File: config.mk
export PLATFORM = sky130hd
export DESIGN_NAME = stat_cell
export DESIGN_NICKNAME = d
export VERILOG_FILES = /design/src/rtl/core/stat_pkg.sv /design/src/rtl/core/stat_cell.sv
export SDC_FILE = /design/constraint.sdc
export NUM_CORES = 1
export LEC_CHECK = 0
export BUFFER_PORTS_ARGS = -buffer_cell sky130_fd_sc_hd__buf_2
export CAP_MARGIN = 20
export CORE_MARGIN = 3
export CORE_UTILIZATION = 43
export CTS_CLUSTER_DIAMETER = 60
export DETAILED_ROUTE_END_ITERATION = 12
export PLACE_DENSITY = 0.85
export SYNTH_ARGS = -nofsm -noshare
export SYNTH_HDL_FRONTEND = slang
export SYNTH_SLANG_ARGS = --single-unit
export TNS_END_PERCENT = 20
File: constraint.sdc
create_clock -name clk -period 2.1 [get_ports clk]
set_input_delay 0 -clock clk [delete_from_list [all_inputs] [get_ports clk]]
set_output_delay 0 -clock clk [all_outputs]
set_load 0.01 [all_outputs]
File: src/rtl/core/stat_pkg.sv
package stat_pkg;

  localparam int TABLE_DEPTH = 64;
  localparam int POWER_BITS  = 4;
  localparam int IDX_W       = $clog2(TABLE_DEPTH);
  localparam int CNT_W       = $clog2(TABLE_DEPTH + 1);
  localparam int KEY_W       = POWER_BITS + 32;

  localparam logic [2:0] ST_APPEND   = 3'd0;
  localparam logic [2:0] ST_INSERT   = 3'd1;
  localparam logic [2:0] ST_MERGE    = 3'd2;
  localparam logic [2:0] ST_FULL     = 3'd3;
  localparam logic [2:0] ST_READ_OK  = 3'd4;
  localparam logic [2:0] ST_READ_BAD = 3'd5;

  localparam logic OP_ADD  = 1'b0;
  localparam logic OP_READ = 1'b1;

  typedef struct packed {
    logic               op;
    logic [3:0]         power;
    logic [31:0]        exponent;
    logic signed [31:0] coeff;
    logic [5:0]         read_index;
  } term_t;

  typedef struct packed {
    logic [2:0]         status;
    logic [5:0]         position;
    logic [3:0]         entry_power;
    logic [31:0]        entry_exponent;
    logic signed [31:0] entry_coeff;
    logic               saturated;
    logic [6:0]         entry_count;
  } result_t;

  // broadcast from the control to every cell
  typedef struct packed {
    logic             cmp_en;
    logic [KEY_W-1:0] cmp_key;
    logic [IDX_W-1:0] rd_index;
    logic             ins_en;
    logic             merge_en;
    logic [KEY_W-1:0] ins_key;
    logic [31:0]      wcoeff;
  } cell_cmd_t;

  // what a cell hands to its upper neighbour
  typedef struct packed {
    logic             valid;
    logic             le;
    logic [KEY_W-1:0] key;
    logic [31:0]      coeff;
  } cell_link_t;

  typedef struct packed {
    logic eq;
    logic sel;
    logic bnd;
  } cell_tap_t;

endpackage

File: src/rtl/core/stat_cell.sv
module stat_cell import stat_pkg::*; (
  input  logic             clk,
  input  logic             rst,
  input  logic [IDX_W-1:0] idx,
  input  cell_cmd_t        cmd,
  input  cell_link_t       prev,
  output cell_link_t       link,
  output cell_tap_t        tap
);

  logic             valid;
  logic             le;
  logic             eq;
  logic             sel;
  logic [KEY_W-1:0] key;
  logic [31:0]      coeff;

  always_ff @(posedge clk) begin
    if (rst) begin
      valid <= 1'b0;
      le    <= 1'b0;
      eq    <= 1'b0;
      sel   <= 1'b0;
    end else begin
      if (cmd.cmp_en) begin
        le  <= valid && (key <= cmd.cmp_key);
        eq  <= valid && (key == cmd.cmp_key);
        sel <= (idx == cmd.rd_index);
      end
      // the valid run grows by one from the bottom of the chain
      if (cmd.ins_en) begin
        valid <= valid | prev.valid;
      end
    end
  end

  always_ff @(posedge clk) begin
    if (cmd.ins_en && !le) begin
      if (prev.le) begin
        key   <= cmd.ins_key;
        coeff <= cmd.wcoeff;
      end else begin
        // shift up: take the neighbour's entry
        key   <= prev.key;
        coeff <= prev.coeff;
      end
    end else if (cmd.merge_en && eq) begin
      coeff <= cmd.wcoeff;
    end
  end

  assign link.valid = valid;
  assign link.le    = le;
  assign link.key   = key;
  assign link.coeff = coeff;

  assign tap.eq  = eq;
  assign tap.sel = sel;
  assign tap.bnd = !le && prev.le;

endmodule

==> results of run 1 <==
Yosys cell counts (2+ instances only):
master / n
nor3_1: 2
mux2_1: 68
buf_4: 7
buf_2: 4
and2b_1: 2
nand4_1: 8
edfxtp_1: 68
a221o_1: 3
inv_1: 39
nor2_1: 5
xor2_1: 4
o21ai_0: 2
a21oi_1: 16
nand2_1: 11
ha_1: 36
dfxtp_1: 4
nand3_1: 5
nand2b_1: 2
xnor2_1: 2
a21o_1: 3
stage by stage:
stage | util | hold slack, ns | worst slack (ns) | instances | cell area [µm²]
floorplan | - | 0.06907 | 0.3406 | 303 | 4023
global placement | 0.6134 | 0.2357 | 0.3277 | 668 | 5454
detailed placement | 0.6134 | 0.2422 | 0.2338 | 668 | 5454
cells by family after synthesis:
| family | after synthesis |
|---|---|
| buffers and inverters | 50 |
| flip-flops | 72 |
| XOR/XNOR | 6 |
| multiplexers | 68 |
| AO/OA/AOI/OAI | 32 |
| adder cells (fa/ha/maj) | 36 |
| AND/OR/NAND/NOR | 39 |
==> impl_metrics.yaml, run 1 <==
logic_synthesis:
  syn-num-nets: 530
  ys_warn_count: 0
  synthSimpleGateAreaFrac: 0.05070
  ys.flop_type: "edfxtp_1"
  async_flop_share: 0
  synth_mux_area_frac: 0.1904
  synth_compound_area_frac: 0.05194
  synth_xor_area_frac: 0.01306
  netlist-cell-type-count: 32
  synth_edf_count: 68
  yosys.area_share.adder: 0.1120
  synth.top_cell.area_share: 0.5076
  ys_ff_latch: 72
  mappedNetlistArea_um2: 4023
  avgSynthCellArea_um2: 13.28
  ys_top_cells_by_area: "edfxtp_1, mux2_1, ha_1"
  syn-instance-count: 303
  yosys.area.top_type: "edfxtp_1"
  ys_seq_area_frac: 0.5275
  synth_top_family_by_area: "multiplexers"
clock_tree:
  postCtsHoldBufs: 138
  cts_resized: 0
  cts-root-buf: "clkbuf_8"
  post-cts-setup-buffers: 0
  clock_path_buffers: 2
  cts_inserted_buffers: 9
  numClockSinks: 72
  cts.htree.levels: 3
floorplan:
  initial_core_util: 0.4524
  die_h_um: 102.7
  io_pins: 264
  num_rows: 34
  die_w_um: 102.7
outcome:
  lastStage: "4_1_cts"
  status: "did not finish"
  tool.error: "[ERROR RSZ-0060] Max buffer count reached."
placement:
  gp_congestion: 0.8688
  portBuffers: 263
  dp_hpwl_um: 10210
==> run 2, diff against run 1 <==
--- a/config.mk
+++ b/config.mk
@@ -8,10 +8,9 @@
 export BUFFER_PORTS_ARGS = -buffer_cell sky130_fd_sc_hd__buf_2
 export CAP_MARGIN = 20
 export CORE_MARGIN = 3
-export CORE_UTILIZATION = 43
-export CTS_CLUSTER_DIAMETER = 60
+export CORE_UTILIZATION = 40
 export DETAILED_ROUTE_END_ITERATION = 12
-export PLACE_DENSITY = 0.85
+export PLACE_DENSITY_LB_ADDON = 0.15
 export SYNTH_ARGS = -nofsm -noshare
 export SYNTH_HDL_FRONTEND = slang
 export SYNTH_SLANG_ARGS = --single-unit
==> impl_metrics.yaml, run 2 <==
worst_setup_path:
  crit_start: "le"
  cp_cell_sequence: "nand2b_4, nor2_4, clkbuf_16, mux2_1, dlygate4sd3_1"
  worst_path_largest_cell_delay_ns: 0.56
  r2r_slack_ns: 0.04
  rr_worst_depth: 5
  arrival_ns: 2.16
  critical_path_peak_fanout: 15
  cp.depth: 5
  timing.critical_path.buf_inv: 2
  cpLargestDelayFamily: "buffers and inverters"
  end_kind: "flip-flop"
  reg2reg_from: "le"
  crit_path_top_delay_cell: "dlygate4sd3_1"
  crit_type: "flip-flop to flip-flop"
  cp.required_ns: 2.19
  start_kind: "flip-flop"
pwr:
  ir_worst_vdd_mv: 0.3122
  cellPowerDensity_nw_per_um2: 513.9
  power.internal_w: 0.002691
  comb_power_share: 0.267
  power.switching_w: 0.0009643
  total_power_w: 0.003656
  pwr-share-clk: 0.258
  seq_power_share: 0.475
  p_sw_frac: 0.2638
  leakage_nw: 3.390
logic_synthesis:
  synth_common_cells: "edfxtp_1, mux2_1, inv_1"
  synth.top_cell.area_share: 0.5076
  netlist-cell-type-count: 32
  synth_edf_count: 68
  yosys.area.top_type: "edfxtp_1"
  ys_top_cells_by_area: "edfxtp_1, mux2_1, ha_1"
  avgSynthCellArea_um2: 13.28
  mappedNetlistArea_um2: 4023
  ys.flop_type: "edfxtp_1"
  async_flop_share: 0
  ys_seq_area_frac: 0.5275
  syn-num-nets: 530
  ys_warn_count: 0
  ys_ff_latch: 72
  syn-instance-count: 303
placement:
  dp_slack_ns: 0.1919
  dp_cells: 689
  dp_hpwl_um: 9169
  portBuffers: 263
  gp_congestion: 0.7634
  place_area_um2: 5480
routing:
  wl_um: 13950
  wire_per_inst_um: 16.47
  drcViolationCount: 0
  vias_per_cell: 4.787
  drt_iter0_drc: 166
  drtAntennaViolNets: 0
  dr_total_vias: 4055
  drt_first_pass_iters: 4
worst_hold_path:
  whs_path_depth: 2
  hold_class: "primary input to flip-flop"
  hp-start: "prev[12]"
floorplan:
  initial_core_util: 0.4233
  die_h_um: 106.3
  die_w_um: 106.3
  core_area_um2: 9503
  io_pins: 264
  num_rows: 35
  dieArea_um2: 11300
timing:
  max_freq_ghz: 0.4848
  slew_violations: 0
  setup_ws_ns: 0.03730
  fin_crit_sh: 0.9822
  relSlewSlack: 0.6862
  min_period_ns: 2.063
  whs_ns: -0.05650
  rsz0062_at_grt: "true"
  skew_ns: 0.01695
  setup_violations: 0
  worst_slew_pin_slew_ns: 0.4708
  hold_violations: 2
clock_tree:
  cts_inserted_buffers: 9
  clock_latency_ns: 0.34
  cts-root-buf: "clkbuf_8"
  cts_tree: "built"
  numClockSinks: 72
  cts.clk_slew.worst_paths_ns: 0.08
  clock_path_buffers: 2
  cts.htree.levels: 3
finish:
  stdcell_area_um2: 7113
  largest_reg_flops: 36
  nNetsFinal: 941
  final_common_cell: "buf_2"
  stdcell_count: 847
  reg_top3: "key x36, coeff x32"
  layout_common_cells: "buf_2, dlygate4sd3_1, mux2_1, edfxtp_1, inv_1"
  layout-drive-gt1-share: 0.4067
  insertedDiodeCount: 0
  area_growth_pct: 76.83
  regMostFlops: "key"
global_route:
  gr-usage-all-layers: 0.2371
  grtUsageMet3: 0.05889
  grt_max_degree: 33
  grt_first_pass_wirelength_um: 20620
  met2_usage: 0.4566
  grtUsageMet1: 0.2350
  grt_pass1_vias: 4342
  gr-max-usage-layer: "met2"
  antenna_found_initial: 0
  gr-total-overflow: 0
outcome:
  status: "finished with violations"
  violations: "negative hold slack"
flow_run:
  cap_violations: 0
run 2: cell counts after synthesis:
No cell type changed its count.
run 2: kinds of logic (layout without fill, tap and decap cells):
family | after synthesis | in the layout | synth area share
compound gates | 32 | 32 | 0.05195
xor+xnor | 6 | 6 | 0.01306
fa+ha+maj | 36 | 36 | 0.1120
buf+inv | 50 | 465 | 0.05443
flops | 72 | 72 | 0.5275
mux | 68 | 68 | 0.1904
simple gates | 39 | 39 | 0.05070
run 2: final timing paths:
kind,to
worst max-delay path,coeff[16]
worst min-delay path,coeff[12]
worst max register to register,coeff[16]
worst min register to register,eq
run 2: layer usage:
metal,vias to the layer above,wire length (µm)
li1,1936,-
met1,1895,4958
met2,182,7510
met3,42,982
met4,0,497
met5,-,0
run 2: power by group through the flow:
stage | Combinational [W] | Sequential, W | Clock, W
after global placement | 0.000682 | 0.00176 | 0
after CTS | 0.000942 | 0.00174 | 0.000978
after global routing | 0.00107 | 0.00175 | 0.00103
after floorplan | 0.000286 | 0.00182 | 0
final | 0.000976 | 0.00174 | 0.000942
after detailed placement | 0.000697 | 0.00177 | 0
run 2: timing repair:
action / 4_1_cts / 5_1_grt
resized for setup: 0 / 4
endpoints found under the hold margin: 72 / 0
buffers inserted: 0 / 2
setup endpoints to repair: 0 / 27
hold buffers: 141 / 0
run 2: metrics by stage:
stage	util	hold slack, ns	TNS (ns)
finish	0.7485	-0.05650	0
global route	0.7485	0.01666	-0.2075
CTS	0.7423	0.1147	0
detailed placement	0.5767	0.2375	0
global placement	0.5767	0.2352	0
floorplan	-	0.06907	0
run 2: cell type report:
type / instances / area (µm²)
repair buffers: 411 / 2823
fillers: 670 / 2390
flip-flops and latches: 72 / 2123
multi-input cells: 181 / 1697
well taps: 129 / 161.4
inverters: 39 / 146.4
clock buffers: 10 / 127.6
clock inverters: 5 / 35.03
No activity file was read; power rests on OpenSTA's default activity.
==> run 3, diff against run 2 <==
--- a/config.mk
+++ b/config.mk
@@ -8,7 +8,7 @@
 export BUFFER_PORTS_ARGS = -buffer_cell sky130_fd_sc_hd__buf_2
 export CAP_MARGIN = 20
 export CORE_MARGIN = 3
-export CORE_UTILIZATION = 40
+export CORE_UTILIZATION = 43
 export DETAILED_ROUTE_END_ITERATION = 12
 export PLACE_DENSITY_LB_ADDON = 0.15
 export SYNTH_ARGS = -nofsm -noshare
==> impl_metrics.yaml, run 3 <==
logic_synthesis:
  syn-instance-count: 303
  ys_seq_area_frac: 0.5275
  syn-num-nets: 530
  ys_top_cells_by_area: "edfxtp_1, mux2_1, ha_1"
  ys.flop_type: "edfxtp_1"
  async_flop_share: 0
  mappedNetlistArea_um2: 4023
  avgSynthCellArea_um2: 13.28
  ys_warn_count: 0
  synth_common_cells: "edfxtp_1, mux2_1, inv_1"
  synth.top_cell.area_share: 0.5076
  synth_edf_count: 68
  ys_ff_latch: 72
  yosys.area.top_type: "edfxtp_1"
  netlist-cell-type-count: 32
clock_tree:
  post-cts-setup-buffers: 0
  postCtsHoldBufs: 138
  cts_inserted_buffers: 9
  cts_resized: 0
  cts-root-buf: "clkbuf_8"
  clock_path_buffers: 2
  numClockSinks: 72
  cts.htree.levels: 3
floorplan:
  initial_core_util: 0.4524
  die_w_um: 102.7
  num_rows: 34
  die_h_um: 102.7
  io_pins: 264
placement:
  portBuffers: 263
  dp_hpwl_um: 8843
  gp_congestion: 0.7383
outcome:
  tool.error: "[ERROR RSZ-0060] Max buffer count reached."
  lastStage: "4_1_cts"
  status: "did not finish"
run 3: cell counts after synthesis:
No cell type changed its count.
run 3: metrics by stage:
step	instances	util	hold slack, ns	setup WS (ns)	instance area [µm²]
floorplan	303	-	0.06907	0.3406	4023
detailed placement	668	0.6134	0.2494	0.1918	5454
global placement	668	0.6134	0.2360	0.3153	5454
run 3: logic make-up after synthesis:
| group | Yosys count | share of synthesized area |
|---|---|---|
| buffers and inverters | 50 | 0.05443 |
| adders and majority gates | 36 | 0.1120 |
| and+or+nand+nor | 39 | 0.05070 |
| DFF | 72 | 0.5275 |
| xor gates and xnor gates | 6 | 0.01306 |
| AOI/OAI and AO/OA | 32 | 0.05195 |
| muxes | 68 | 0.1904 |
